<file path="config.mk">
export PLATFORM = sky130hd
export DESIGN_NAME = http_chunked_body_decoder
export DESIGN_NICKNAME = d
export VERILOG_FILES = /design/src/hcbd_pkg.sv /design/src/http_chunked_body_decoder.sv
export SDC_FILE = /design/constraint.sdc
export NUM_CORES = 1
export LEC_CHECK = 0
export ABC_AREA = 1
export BUFFER_PORTS_ARGS = -buffer_cell sky130_fd_sc_hd__buf_2
export CORE_UTILIZATION = 62
export DETAILED_ROUTE_END_ITERATION = 12
export HOLD_SLACK_MARGIN = 0.05
export PLACE_DENSITY = 0.78
export SLEW_MARGIN = 15
export SYNTH_ARGS = -nofsm -noshare
export SYNTH_HDL_FRONTEND = slang
export SYNTH_SLANG_ARGS = --single-unit
</file>
<file path="constraint.sdc">
create_clock -name clk_i -period 2.5 [get_ports clk_i]
set_clock_uncertainty 0.1 [all_clocks]
set_input_delay 0.25 -clock clk_i [delete_from_list [all_inputs] [get_ports clk_i]]
set_output_delay 0.25 -clock clk_i [all_outputs]
set_load 0.1 [all_outputs]
</file>
<file path="src/hcbd_pkg.sv">
`default_nettype none
// ----------------------------------------------------------------------------
// hcbd_pkg: shared types and constants for the chunked body decoder
// Parser phases, status codes, character codes and the hex digit decoder.
// ----------------------------------------------------------------------------
package hcbd_pkg;

  localparam int unsigned LINE_MAX = 31;  // longest size line, 8..255

  localparam logic [7:0] CHAR_CR = 8'h0D;
  localparam logic [7:0] CHAR_LF = 8'h0A;

  typedef enum logic [2:0] {
    PH_SIZE     = 3'd0,
    PH_DATA     = 3'd1,
    PH_TRAIL    = 3'd2,
    PH_TRAIL_LF = 3'd3,
    PH_DONE     = 3'd4,
    PH_ERROR    = 3'd5
  } phase_e;

  typedef enum logic [1:0] {
    ST_RUNNING = 2'd0,
    ST_DONE    = 2'd1,
    ST_ERROR   = 2'd2
  } status_e;

  typedef enum logic {
    KIND_BYTE    = 1'b0,
    KIND_RESTART = 1'b1
  } kind_e;

  // one result word, packed as {status, payload_valid, out_byte}
  typedef struct packed {
    status_e    status;
    logic       payload_valid;
    logic [7:0] out_byte;
  } result_t;

  typedef struct packed {
    logic       valid;
    logic [3:0] value;
  } hex_digit_t;

  function automatic hex_digit_t hex_digit(input logic [7:0] c);
    hex_digit_t r;
    r.valid = 1'b1;
    if (c >= 8'h30 && c <= 8'h39) begin
      r.value = c[3:0];
    end else if ((c >= 8'h41 && c <= 8'h46) || (c >= 8'h61 && c <= 8'h66)) begin
      r.value = c[3:0] + 4'd9;
    end else begin
      r.valid = 1'b0;
      r.value = 4'd0;
    end
    return r;
  endfunction

  function automatic logic is_blank(input logic [7:0] c);
    return c == 8'h20 || c == 8'h09 || c == 8'h0B || c == 8'h0C;
  endfunction

endpackage
`default_nettype wire

</file>
<file path="src/http_chunked_body_decoder.sv">
`default_nettype none
// ----------------------------------------------------------------------------
// http_chunked_body_decoder: HTTP chunked transfer body decoder
// Parses size lines, passes chunk payload through, checks chunk trailers.
// ----------------------------------------------------------------------------
// Usage:
//   Slave side takes one word per body byte: tdata = byte, tuser = kind
//   (0 = body byte, 1 = restart). Master side returns exactly one word per
//   accepted input word: tdata = payload byte (0 unless payload), tuser =
//   {status, payload_valid}. Status gives the parser state after the byte:
//   running, terminating zero chunk seen, or format error (sticky).
//   Results are registered (output or skid register). Throughput is one
//   byte per clock while s_axis_tready_o is high; the per-byte parser update
//   is a single registered pass over phase, size accumulator and byte counter.
//   A two-word output stage (output register plus skid register) keeps the
//   input open while one result waits; with both full, s_axis_tready_o
//   drops until the receiver takes a word. Nothing is lost on a stall.
//   Reset (rst_ni low) puts the parser at the start of a size line and
//   empties the output stage; a restart word does the same to the parser
//   and yields a result with status running.
// ----------------------------------------------------------------------------
module http_chunked_body_decoder (
  input  wire logic        clk_i,
  input  wire logic        rst_ni,
  input  wire logic        s_axis_tvalid_i,
  output logic             s_axis_tready_o,
  input  wire logic [7:0]  s_axis_tdata_i,   // [7:0] in_byte
  input  wire logic        s_axis_tuser_i,   // [0] kind
  output logic             m_axis_tvalid_o,
  input  wire logic        m_axis_tready_i,
  output logic [7:0]       m_axis_tdata_o,   // [7:0] out_byte
  output logic [2:0]       m_axis_tuser_o    // [0] payload_valid, [2:1] status
);
  import hcbd_pkg::*;

  localparam logic [7:0] LineMax = 8'(LINE_MAX);

  phase_e      phase_q, phase_d;
  logic [31:0] remain_q, remain_d;   // payload bytes still due in this chunk
  logic [7:0]  line_chars_q, line_chars_d;
  logic [31:0] hex_accum_q, hex_accum_d;
  logic        hex_stopped_q, hex_stopped_d;
  logic        digits_seen_q, digits_seen_d;

  result_t     res;
  result_t     out_q, skid_q;
  logic        out_v_q, skid_v_q;
  logic        in_fire;
  hex_digit_t  hd;
  logic [7:0]  c;

  assign c       = s_axis_tdata_i;
  assign hd      = hex_digit(c);
  assign in_fire = s_axis_tvalid_i && s_axis_tready_o;

  always_comb begin
    phase_d       = phase_q;
    remain_d      = remain_q;
    line_chars_d  = line_chars_q;
    hex_accum_d   = hex_accum_q;
    hex_stopped_d = hex_stopped_q;
    digits_seen_d = digits_seen_q;
    res.out_byte      = 8'd0;
    res.payload_valid = 1'b0;

    if (kind_e'(s_axis_tuser_i) == KIND_RESTART) begin
      phase_d       = PH_SIZE;
      remain_d      = 32'd0;
      line_chars_d  = 8'd0;
      hex_accum_d   = 32'd0;
      hex_stopped_d = 1'b0;
      digits_seen_d = 1'b0;
    end else begin
      unique case (phase_q)
        PH_SIZE: begin
          priority if (c == CHAR_CR) begin
            // CR on the size line is dropped
          end else if (c == CHAR_LF) begin
            remain_d      = hex_accum_q;
            line_chars_d  = 8'd0;
            hex_accum_d   = 32'd0;
            hex_stopped_d = 1'b0;
            digits_seen_d = 1'b0;
            phase_d       = (hex_accum_q == 32'd0) ? PH_DONE : PH_DATA;
          end else if (line_chars_q >= LineMax) begin
            phase_d = PH_ERROR;
          end else begin
            line_chars_d = line_chars_q + 8'd1;
            if (!hex_stopped_q) begin
              if (hd.valid) begin
                // saturate once a shift would drop set bits
                hex_accum_d   = (hex_accum_q[31:28] != 4'd0) ? 32'hFFFF_FFFF
                                : {hex_accum_q[27:0], hd.value};
                digits_seen_d = 1'b1;
              end else if (!(is_blank(c) && !digits_seen_q)) begin
                hex_stopped_d = 1'b1;
              end
            end
          end
        end
        PH_DATA: begin
          res.out_byte      = c;
          res.payload_valid = 1'b1;
          remain_d          = remain_q - 32'd1;
          if (remain_q == 32'd1) phase_d = PH_TRAIL;
        end
        PH_TRAIL: begin
          priority if (c == CHAR_CR) phase_d = PH_TRAIL_LF;
          else if (c == CHAR_LF)     phase_d = PH_SIZE;
          else                       phase_d = PH_ERROR;
        end
        PH_TRAIL_LF: phase_d = (c == CHAR_LF) ? PH_SIZE : PH_ERROR;
        PH_DONE:     phase_d = PH_DONE;
        PH_ERROR:    phase_d = PH_ERROR;
        default:     phase_d = PH_ERROR;
      endcase
    end

    unique case (phase_d)
      PH_DONE:  res.status = ST_DONE;
      PH_ERROR: res.status = ST_ERROR;
      default:  res.status = ST_RUNNING;
    endcase
  end

  always_ff @(posedge clk_i or negedge rst_ni) begin
    if (!rst_ni) begin
      phase_q       <= PH_SIZE;
      remain_q      <= 32'd0;
      line_chars_q  <= 8'd0;
      hex_accum_q   <= 32'd0;
      hex_stopped_q <= 1'b0;
      digits_seen_q <= 1'b0;
    end else if (in_fire) begin
      phase_q       <= phase_d;
      remain_q      <= remain_d;
      line_chars_q  <= line_chars_d;
      hex_accum_q   <= hex_accum_d;
      hex_stopped_q <= hex_stopped_d;
      digits_seen_q <= digits_seen_d;
    end
  end

  // output register plus skid word
  assign s_axis_tready_o = !skid_v_q;

  always_ff @(posedge clk_i or negedge rst_ni) begin
    if (!rst_ni) begin
      out_v_q  <= 1'b0;
      skid_v_q <= 1'b0;
    end else if (skid_v_q) begin
      if (m_axis_tready_i) skid_v_q <= 1'b0;
    end else if (in_fire) begin
      if (out_v_q && !m_axis_tready_i) skid_v_q <= 1'b1;
      out_v_q <= 1'b1;
    end else if (m_axis_tready_i) begin
      out_v_q <= 1'b0;
    end
  end

  always_ff @(posedge clk_i) begin
    if (skid_v_q) begin
      if (m_axis_tready_i) out_q <= skid_q;
    end else if (in_fire) begin
      if (out_v_q && !m_axis_tready_i) skid_q <= res;
      else                             out_q  <= res;
    end
  end

  assign m_axis_tvalid_o = out_v_q;
  assign m_axis_tdata_o  = out_q.out_byte;
  assign m_axis_tuser_o  = {out_q.status, out_q.payload_valid};

  // ---------------------------------------------------------------------------
  // Assertions
  a_skid_needs_out: assert property (@(posedge clk_i) disable iff (!rst_ni)
    skid_v_q |-> out_v_q)
    else $error("skid word held while output register empty");

  a_data_remain: assert property (@(posedge clk_i) disable iff (!rst_ni)
    phase_q == PH_DATA |-> remain_q != 32'd0)
    else $error("data phase with no bytes remaining");

  a_payload_running: assert property (@(posedge clk_i) disable iff (!rst_ni)
    m_axis_tvalid_o && m_axis_tuser_o[0] |-> m_axis_tuser_o[2:1] == ST_RUNNING)
    else $error("payload byte reported with terminal status");

  a_no_payload_zero: assert property (@(posedge clk_i) disable iff (!rst_ni)
    m_axis_tvalid_o && !m_axis_tuser_o[0] |-> m_axis_tdata_o == 8'd0)
    else $error("non-payload word carries data");

  a_line_bound: assert property (@(posedge clk_i) disable iff (!rst_ni)
    line_chars_q <= LineMax)
    else $error("size line count beyond limit");

endmodule
`default_nettype wire

</file>
Yosys cells after proc, flatten, opt, wreduce, memory -nomap -nowiden
Index checks and enable logic that the tools add are counted.

word-level totals
  register bits = 101
  output and inout bits = 13
  input port bits = 13

operators by class
  add/subtract/negate cells = 3
  mux-type cells = 58
  reduce and logical (&&, ||, !) cells = 27
  equality and inequality tests = 20
  bitwise logic cells = 1
  $lt $le $gt $ge = 7

operators with widths
  cell                   count
  $mux 32                11
  $pmux 32 s2            1
  $mux 11                4
  $eq 8x4->1 const B     5
  $mux 8                 5
  $eq 32x1->1 const B    1
  $logic_not 32->1       1
  $sub 32x1->32 const B  1
  $mux 3                 8
  $mux 1                 23
  $mux 9                 2
  $ge 8x7->1 const B     2
  $le 8x7->1 const B     2
  $pmux 3 s5             1
  $eq 3x3->1 const B     3
  $ne 3x3->1 const B     3
  $add 8x1->8 const B    1
  $eq 8x6->1 const B     1
  $ge 8x5->1 const B     1
  $ge 8x6->1 const B     1
  $le 8x6->1 const B     1
  $mux 4                 2
  $reduce_and 4->1       2
  $eq 3x2->1 const B     2
  other kinds (16)       32

Longest topological paths before layout
Gate-level depths: netlist (run 1).

  depth in word-level cells = 13
  mapped depth = 12

Least setup slack after synthesis (run 1)
No wires, ideal clock.

  path type = register to register
  start = register out_v_q (netlist: m_axis_tvalid_o)
  end = register out_q, in the netlist m_axis_tdata_o[0], enable pin
  library setup time = 394 ps
  arrival = 1793 ps
  stages on the path, launching flop included = 4
  path slack = 212 ps
  clock period less this slack = 2288 ps
  path through = dfrtp_1 inv_1 nor2_1 o21ai_0

between the ends
  longest elaborated chain between the ends = 3

RTL lines
  item                        RTL line                          text
  start, declared             http_chunked_body_decoder.sv:47   logic out_v_q, skid_v_q;
  start signal, assigned      http_chunked_body_decoder.sv:149  out_v_q <= 1'b0;
  start signal, assigned      http_chunked_body_decoder.sv:155  out_v_q <= 1'b1;
  start signal, assigned      http_chunked_body_decoder.sv:157  out_v_q <= 1'b0;
  $logic_and 1x1->1           http_chunked_body_decoder.sv:165  if (out_v_q && !m_axis_tready_i) skid_q <= res;
  $ne 2x2->1 (no line)        -
  $reduce_and 3->1 (no line)  -
  end signal, assigned        http_chunked_body_decoder.sv:163  if (m_axis_tready_i) out_q <= skid_q;
  end signal, assigned        http_chunked_body_decoder.sv:166  else out_q <= res;
  end, declared               http_chunked_body_decoder.sv:46   result_t out_q, skid_q;

No other way between the ends.
A chain may end at the register's enable or synchronous reset.

Worst setup path after layout (run 1)
  start = register phase_q[1]
  end = register remain_q[14]

between the ends
  longest elaborated chain between the ends = 3
  elaborated cells on any way between the ends = 8

RTL lines
  item                                           RTL line                          text
  start, declared                                http_chunked_body_decoder.sv:38   phase_e phase_q, phase_d;
  start signal, assigned                         http_chunked_body_decoder.sv:135  phase_q <= phase_d;
  $eq 3x1->1 or $logic_not 3->1 (tied branches)  http_chunked_body_decoder.sv:74   unique case (phase_q)
  $pmux 32 s2 (tied with other cells)            http_chunked_body_decoder.sv:74
  $mux 32 or $reduce_and 4->1 (tied branches)    -
  end signal, assigned                           http_chunked_body_decoder.sv:136  remain_q <= remain_d;
  end, declared                                  http_chunked_body_decoder.sv:39   logic [31:0] remain_q, remain_d;

Parallel ways exist; a longest one is shown, timed or not.

==> summary.txt, run 1 <==
Final layout
  • Nets: around 800
  • Multi-input logic area: 2790 µm²
  • Register Area: 2640 µm²
  • Layout cell share with drive strength beyond 1: 0.143
  • N_diodes: 0
  • Filler cells: 763
  • Final Util: 0.683
  • Post-Layout Cell Count: 902
  • Layout area overhead: 7.49%

Timing
  • Max-slew headroom: 0.626
  • Post-route setup slack: 0.269 ns
  • Final worst path period share: 0.892
  • RSZ-0062 raised after global routing: no
  • Max Freq: 448 MHz
  • Final Slew Violations: 0
  • Min cycle time layout: 2.23 ns
  • Worst-Margin Slew: 0.561 ns
  • Sum Neg Setup Slack: 0 ns
  • Final Setup Violations: 0
  • Final Hold Viols: 0

Floorplanning
  • Row cnt: 35
  • Initial core utilization: 0.636
  • Core area: 9200 µm²
  • DIE WIDTH: 99.1 µm
  • Die height: approximately 99 µm
  • Die Area: 9820 µm²
  • Ports: 26

CTS
  • CTS tree: built
  • Clock-pin slew on the worst setup and hold paths: ~0.10 ns
  • Clk sinks: 101
  • Clk Latency, worst-skew pair: approximately 0.38 ns
  • Clk root buf: clkbuf_8
  • CTS Buf Count: 9
  • Setup Buffers After CTS: 0
  • H-tree Lvls: 3
  • CTS max path bufs: 2

Synth
  • Number of synthesized flops with an enable pin: 22
  • Synth warnings: 0
  • Post-synth ARST share: 0.782
  • Largest family of logic cells by synthesized area: simple AND/OR/NAND/NOR gates
  • Post-synthesis sequential area ratio: 0.451
  • Post-synthesis adder-cell area fraction: 0.0171
  • Post-synthesis cell area: 5850 µm²
  • XOR/XNOR Fraction of Synth Area: 0.0135
  • Post-synth top flop: dfrtp_1
  • Synth Area in Compound Gates: 0.156
  • Mux cell area share after synthesis: 0
  • Syn Area/Cell: 7.68 µm²
  • Post-synthesis simple-gate area fraction: 0.289
  • Synthesized Nets: 782
  • Unique masters post-synth: 35
  • Cells after synthesis: 761
  • Number of synthesized register bits: 101

Worst setup path
  • Critical Path Slowest Stage Cell: dfrtp_1
  • CP Class: reg -> reg
  • Crit path buf inv count: 2
  • FF-to-FF End: remain_q[14]$_DFFE_PN0P_
  • CP Launch Type: register
  • Worst Path Arrival: around 2.5 ns
  • Reg-to-reg slack, setup: 0.27 ns
  • Cell chain of the critical path: nor2_1 -> nand2_1 -> nand2_1 -> o21ai_0 -> inv_2 -> nand2_2 -> inv_2 -> nand2_2 -> a21oi_1 -> o21ai_1 -> nand2_1
  • Worst R2R Start: phase_q[1]$_DFFE_PN0P_
  • Max incr delay on CP: 0.45 ns
  • Crit Path Max Fanout: 23
  • CP Capture Type: register
  • CP top delay family: simple AND/OR/NAND/NOR gates
  • Worst R2R Path Depth: 11
  • Most frequent CP cell: nand2_1
  • Critical Path RT: 2.73 ns

Placement
  • Dpl cells: 884
  • Dpl hpwl: 9.88 mm
  • Routability congestion estimate: 0.941
  • Dpl ws: roughly 0.11 ns
  • Port Buffers: 25

Worst hold path
  • Hold path cells: 3
  • HP Start: s_axis_tdata_i[5]
  • Hold Path Sink: skid_q[5]$_DFFE_PP_
  • Worst min path class: in -> reg

Pwr
  • Cell Pwr Density: 660 nW/µm²
  • Peak VDD IR: 0.000423 V
  • Leakage: 3.12 nW

GRT
  • GR Util All Layers: 0.299
  • Total grt overflow: 0
  • First-pass GRT wire length: between 20 and 25 mm
  • Initial antenna violation count: 0
  • Largest net degree at the start of global routing: 43
  • Vias in the first global route: around 4.8k

Route
  • WL final: 13.8 mm
  • WL/cell: 15.3 µm
  • DR iter-0 viols: 513
  • Vias per cell: 5.71
  • Via count: 5,151
  • DRC Markers: 0
  • Remaining antenna violation count: 0
  • First-pass DRT Iterations: 7

Outcome
  • Outcome: complete, no violations

Job
  • Max-cap viol count: 0
-- final cells by class --
type / instances / area share
repair buffers: 39 / 0.0398
well taps: 111 / 0.0221
clock inverters: 5 / 0.00617
clock buffers: 11 / 0.0259
multi-input cells: 564 / 0.444
inverters: 71 / 0.0424
flip-flops and latches: 101 / 0.420
-- flip-flops by register name, indices dropped and copies added (netlist names) --
name             flops
m_axis_tdata_o       8
hex_stopped_q        1
m_axis_tuser_o       3
hex_accum_q         32
digits_seen_q        1
remain_q            32
skid_v_q             1
m_axis_tvalid_o      1
phase_q              3
line_chars_q         8
skid_q              11
-- cell families (layout without fill, tap and decap cells) --
family | Yosys count | count (layout)
flops | 101 | 101
compound gates | 143 | 143
xor+xnor | 9 | 9
simple gates | 404 | 404
fa+ha+maj | 8 | 8
buf+inv | 96 | 126
-- power breakdown --
part | internal, W | switching [W] | total [W] | leakage (nW)
registers | 0.00178 | 0.0000520 | 0.00183 | 1.31
logic | 0.000333 | 0.000918 | 0.00125 | 1.71
clock network | 0.000461 | 0.000604 | 0.00107 | 0.107
total | 0.00258 | 0.00157 | 0.00415 | 3.12
-- cell usage in the layout (no fill, tap or decap), types with 2 or more instances in the layout --
cell type	Yosys	layout
nand4_1	10	10
inv_2	10	10
o21a_1	4	4
nand2_2	6	6
buf_4	3	12
nand3_1	38	38
xor2_1	7	7
xnor2_1	2	2
nor3_1	8	7
edfxtp_1	22	22
nand2_1	193	193
clkbuf_8	0	10
nor2_4	2	3
o22ai_1	14	14
nor2_1	139	139
a21oi_1	22	22
nor2_8	2	2
dfrtp_1	79	79
o21ai_0	32	32
dlygate4sd3_1	0	2
o211ai_1	11	11
clkinv_2	0	2
o2111ai_1	2	2
inv_1	61	61
ha_1	8	8
a211oi_1	2	2
o21ai_2	32	32
o21ai_1	21	21
or2_2	3	3
buf_2	4	24
inv_6	0	2
-- synthesized netlist by cell type, types with 3 or more instances --
cell type / instances / area share
inv_2: 10 / 0.0064
buf_6: 7 / 0.013
ha_1: 8 / 0.017
o21ai_0: 32 / 0.027
inv_1: 61 / 0.039
buf_2: 4 / 0.0034
nor3_1: 8 / 0.0068
o22ai_1: 14 / 0.015
clkbuf_1: 9 / 0.0058
nand3_1: 38 / 0.033
a21oi_1: 22 / 0.019
o21a_1: 4 / 0.0051
nand2_1: 193 / 0.12
o211ai_1: 11 / 0.014
or2_2: 3 / 0.0032
dfrtp_1: 79 / 0.34
edfxtp_1: 22 / 0.11
o21ai_2: 32 / 0.048
nand2_2: 6 / 0.0064
xor2_1: 7 / 0.010
nand4_1: 10 / 0.011
o21ai_1: 21 / 0.018
buf_4: 3 / 0.0039
nor2_1: 139 / 0.089
-- per-stage QoR --
stage          cell area [µm²]  total power, W  hold slack (ns)
6_report                  6280         0.00415            0.160
5_1_grt                   6280         0.00435            0.156
4_1_cts                   6280         0.00416            0.148
3_5_place_dp              6060         0.00310            0.158
3_3_place_gp              6060         0.00308            0.161
2_1_floorplan             5850         0.00280           -0.146
-- worst reg2reg max path, delay by kind of cell (launching register included) --
family / cells / cell delay, ns
and+or+nand+nor: 6 / 0.83
DFF: 1 / 0.45
buffers and inverters: 2 / 0.43
AOI/OAI and AO/OA: 3 / 0.38
-- worst max-delay path by stage --
| stage | from | end | slack, ns | depth (start not counted) |
|---|---|---|---|---|
| 2_1_floorplan | m_axis_tvalid_o$_DFFE_PN0P_ | m_axis_tdata_o[0]$_DFFE_PP_ | 0.21 | 3 |
| 3_3_place_gp | s_axis_tdata_i[1] | hex_accum_q[29]$_DFFE_PN0P_ | 0.22 | 9 |
| 3_5_place_dp | s_axis_tdata_i[1] | hex_accum_q[31]$_DFFE_PN0P_ | 0.11 | 9 |
| 4_1_cts | phase_q[1]$_DFFE_PN0P_ | remain_q[15]$_DFFE_PN0P_ | 0.21 | 9 |
| 5_1_grt | skid_v_q$_DFF_PN0_ | remain_q[14]$_DFFE_PN0P_ | 0.09 | 11 |
| 6_report | phase_q[1]$_DFFE_PN0P_ | remain_q[14]$_DFFE_PN0P_ | 0.27 | 11 |
-- metal layers --
metal / GRT usage / share of wire / vias up
met5: 0 / 0 / -
met4: 0.0803 / 0.014 / 0
met3: 0.0611 / 0.089 / 22
met2: 0.456 / 0.44 / 201
met1: 0.438 / 0.46 / 2390
li1: - / - / 2538
-- what timing repair did --
action / 4_1_cts / 5_1_grt
gates resized for setup: 0 / 1
endpoints found under the hold margin: 38 / 0
hold buffers: 2 / 0
endpoints found under the setup margin: 0 / 3
Note: power is estimated with default switching activity, not from simulation.
==> inputs of run 2 (changes only) <==
- CORE_UTILIZATION: 62 -> 55
- PLACE_DENSITY: 0.78 -> 0.7
==> summary.txt, run 2 (synthesis results as in run 1) <==
Final layout
  • Filler cells: 942 (+23%)
  • Final Util: 0.610 (-0.0733)
  • Commonest non-fill, non-tap cells in the layout: nand2_1, nor2_1, dfrtp_1
  • N_diodes: 0 (unchanged)
  • Layout cell share with drive strength beyond 1: 0.144 (+0.000720)
  • Most common cell after layout, fill and taps aside: nand2_1
  • Layout area overhead: 7.73%
  • Nets: 811 (+0.50%)
  • Largest regs: hex_accum_q (32), remain_q (32), skid_q (11)

Worst setup path
  • Worst R2R Start: phase_q[1]$_DFFE_PN0P_
  • CP top delay family: simple AND/OR/NAND/NOR gates
  • Worst Path Arrival: 2.46 ns (about the same)
  • FF-to-FF End: remain_q[14]$_DFFE_PN0P_
  • Critical Path RT: 2.72 ns (about the same)
  • CP Class: reg -> reg
  • Cell chain of the critical path: nor2_1 -> nand2_1 -> nand2_1 -> o21ai_0 -> inv_2 -> nand2_2 -> inv_2 -> nand2_2 -> a21oi_1 -> o21ai_1 -> nand2_1
  • Worst R2R Path Depth: 11 (unchanged)
  • Worst setup path startpoint: phase_q[1]$_DFFE_PN0P_
  • Max incr delay on CP: 0.44 ns (about the same)
  • Crit path depth: 11 (unchanged)
  • CP Capture Type: register
  • CP Launch Type: register
  • Critical Path Slowest Stage Cell: dfrtp_1
  • Crit path buf inv count: 2 (unchanged)
  • Reg-to-reg slack, setup: 0.26 ns (about the same)
  • Most frequent CP cell: nand2_1
  • Crit Path Max Fanout: 23 (unchanged)
  • End of the critical path: remain_q[14]$_DFFE_PN0P_

GRT
  • Vias in the first global route: 4,580 (-3.9%)
  • First-pass GRT wire length: 22.7 mm (-0.84%)
  • Grt met1 use: 0.406 (-0.0319)
  • GR Util met2: 0.379 (-0.0767)
  • GR Util All Layers: 0.266 (-0.0328)
  • Met3 track demand over resource: 0.0568 (-0.00437)
  • Initial antenna violation count: 0 (unchanged)
  • Total grt overflow: 0 (unchanged)
  • Largest net degree at the start of global routing: 56 (+30%)
  • GR peak layer: met1

Timing
  • Min cycle time layout: 2.24 ns (+0.0129 ns)
  • Worst-Margin Slew: 0.838 ns (+0.277 ns)
  • Final Slew Violations: 0 (unchanged)
  • RSZ-0062 raised after global routing: no
  • Sum Neg Setup Slack: 0 ns (unchanged)
  • Max-slew headroom: 0.441 (-0.186)
  • Final worst path period share: 0.898 (+0.00517)
  • Final Setup Violations: 0 (unchanged)
  • Final Hold Viols: 0 (unchanged)
  • Post-route setup slack: 0.256 ns (-0.0129 ns)
  • Max Freq: 446 MHz (-0.58%)

CTS
  • Setup Buffers After CTS: 0 (unchanged)
  • Clk Latency, worst-skew pair: 0.39 ns (about the same)
  • H-tree Lvls: 3 (unchanged)
  • CTS max path bufs: 2 (unchanged)
  • CTS Buf Count: 9 (unchanged)
  • Hold buffers post-CTS: 2 (unchanged)
  • Clock-pin slew on the worst setup and hold paths: 0.09 ns (about the same)
  • Clk sinks: 101 (unchanged)
  • CTS tree: built
  • CTS resizes: 0 (unchanged)
  • Clk root buf: clkbuf_8

Floorplanning
  • DIE WIDTH: 105 µm (+6.0%)
  • Die height: 105 µm (+6.0%)
  • Ports: 26 (unchanged)
  • Die Area: 11,000 µm² (+12%)
  • Core area: 10,300 µm² (+12%)
  • Row cnt: 37 (+5.7%)
  • Initial core utilization: 0.566 (-0.0694)

Placement
  • Port Buffers: 25 (unchanged)
  • Routability congestion estimate: 0.935 (-0.56%)
  • Dpl ws: 0.116 ns (+0.00540 ns)
  • Dpl hpwl: 9.87 mm (-0.11%)

Route
  • First-pass DRT Iterations: 5 (-2)
  • DR iter-0 viols: 447 (-13%)
  • Via count: 5,076 (-1.5%)
  • WL final: 13.7 mm (-1.0%)
  • Remaining antenna violation count: 0 (unchanged)
  • WL/cell: 14.7 µm (-4.0%)
  • Vias per cell: 5.46 (-4.4%)
  • DRC Markers: 0 (unchanged)

Pwr
  • Leakage: 3.10 nW (-0.67%)
  • Internal: 0.00247 W (-4.0%)
  • Peak VDD IR: 0.000459 V (+8.6%)
  • Sw frac: 0.383 (+0.00359)
  • Gate power share: 0.315 (+0.014)
  • Sequential power share: 0.457 (+0.015)
  • Cell Pwr Density: 636 nW/µm² (-3.6%)
  • Clock network power share: 0.228 (-0.029)
  • Psw: 0.00153 W (-2.5%)

Outcome
  • Outcome: complete, no violations

Worst hold path
  • Worst min path class: in -> reg

Job
  • Max-cap viol count: 0 (unchanged)
[run 2: changes by cell type in the layout (fill, tap and decap cells not counted), sizes merged]
| cell | before | now |
|---|---|---|
| buf | 37 | 41 |
| inv | 74 | 71 |
| clkinv | 2 | 1 |
| clkinvlp | 0 | 3 |
[run 2: cell type report]
class	instances	area (µm²)	share of cell area
Clock buffer	11	131	0.0209
Clock inverter	4	27.5	0.00437
Inverter	71	267	0.0423
Multi-Input combinational cell	564	2790	0.442
Sequential cell	101	2640	0.419
Tap cell	136	170	0.0270
Timing Repair Buffer	43	280	0.0445
[run 2: metal layers]
layer / wire [µm] / up-vias
li1: - / 2544
met1: 6700 / 2380
met2: 5970 / 139
met3: 830 / 13
met4: 150 / 0
met5: 0 / -
[run 2: worst min-delay path by stage]
stage	start	to	slack, ns	cells past startpoint
floorplan	rst_ni	digits_seen_q$_DFFE_PN0P_	-0.15	0
global placement	rst_ni	remain_q[28]$_DFFE_PN0P_	0.20	1
detailed placement	rst_ni	remain_q[21]$_DFFE_PN0P_	0.21	1
CTS	s_axis_tdata_i[5]	skid_q[5]$_DFFE_PP_	0.13	3
global route	s_axis_tdata_i[5]	skid_q[5]$_DFFE_PP_	0.15	3
finish	s_axis_tdata_i[5]	skid_q[5]$_DFFE_PP_	0.15	3
[run 2: power by group through the flow]
stage | sequential, W | clock (W) | combinational, W
2_1_floorplan | 0.00207 | 0 | 0.000731
3_3_place_gp | 0.00186 | 0 | 0.00123
3_5_place_dp | 0.00186 | 0 | 0.00124
4_1_cts | 0.00183 | 0.000946 | 0.00126
5_1_grt | 0.00184 | 0.00101 | 0.00140
6_report | 0.00183 | 0.000913 | 0.00126
[run 2: stage by stage]
stage,cell area (µm²),hold slack [ns],cells,power [W]
finish,6300,0.152,930,0.00401
global route,6300,0.155,930,0.00425
CTS,6300,0.126,930,0.00403
detailed placement,6120,0.209,913,0.00311
global placement,6120,0.200,913,0.00309
floorplan,5850,-0.146,761,0.00280
[run 2: worst min-delay path, cell delays in order]
cell and delay, ns:
buf_2 0.12, inv_1 0.05, nor2_1 0.05
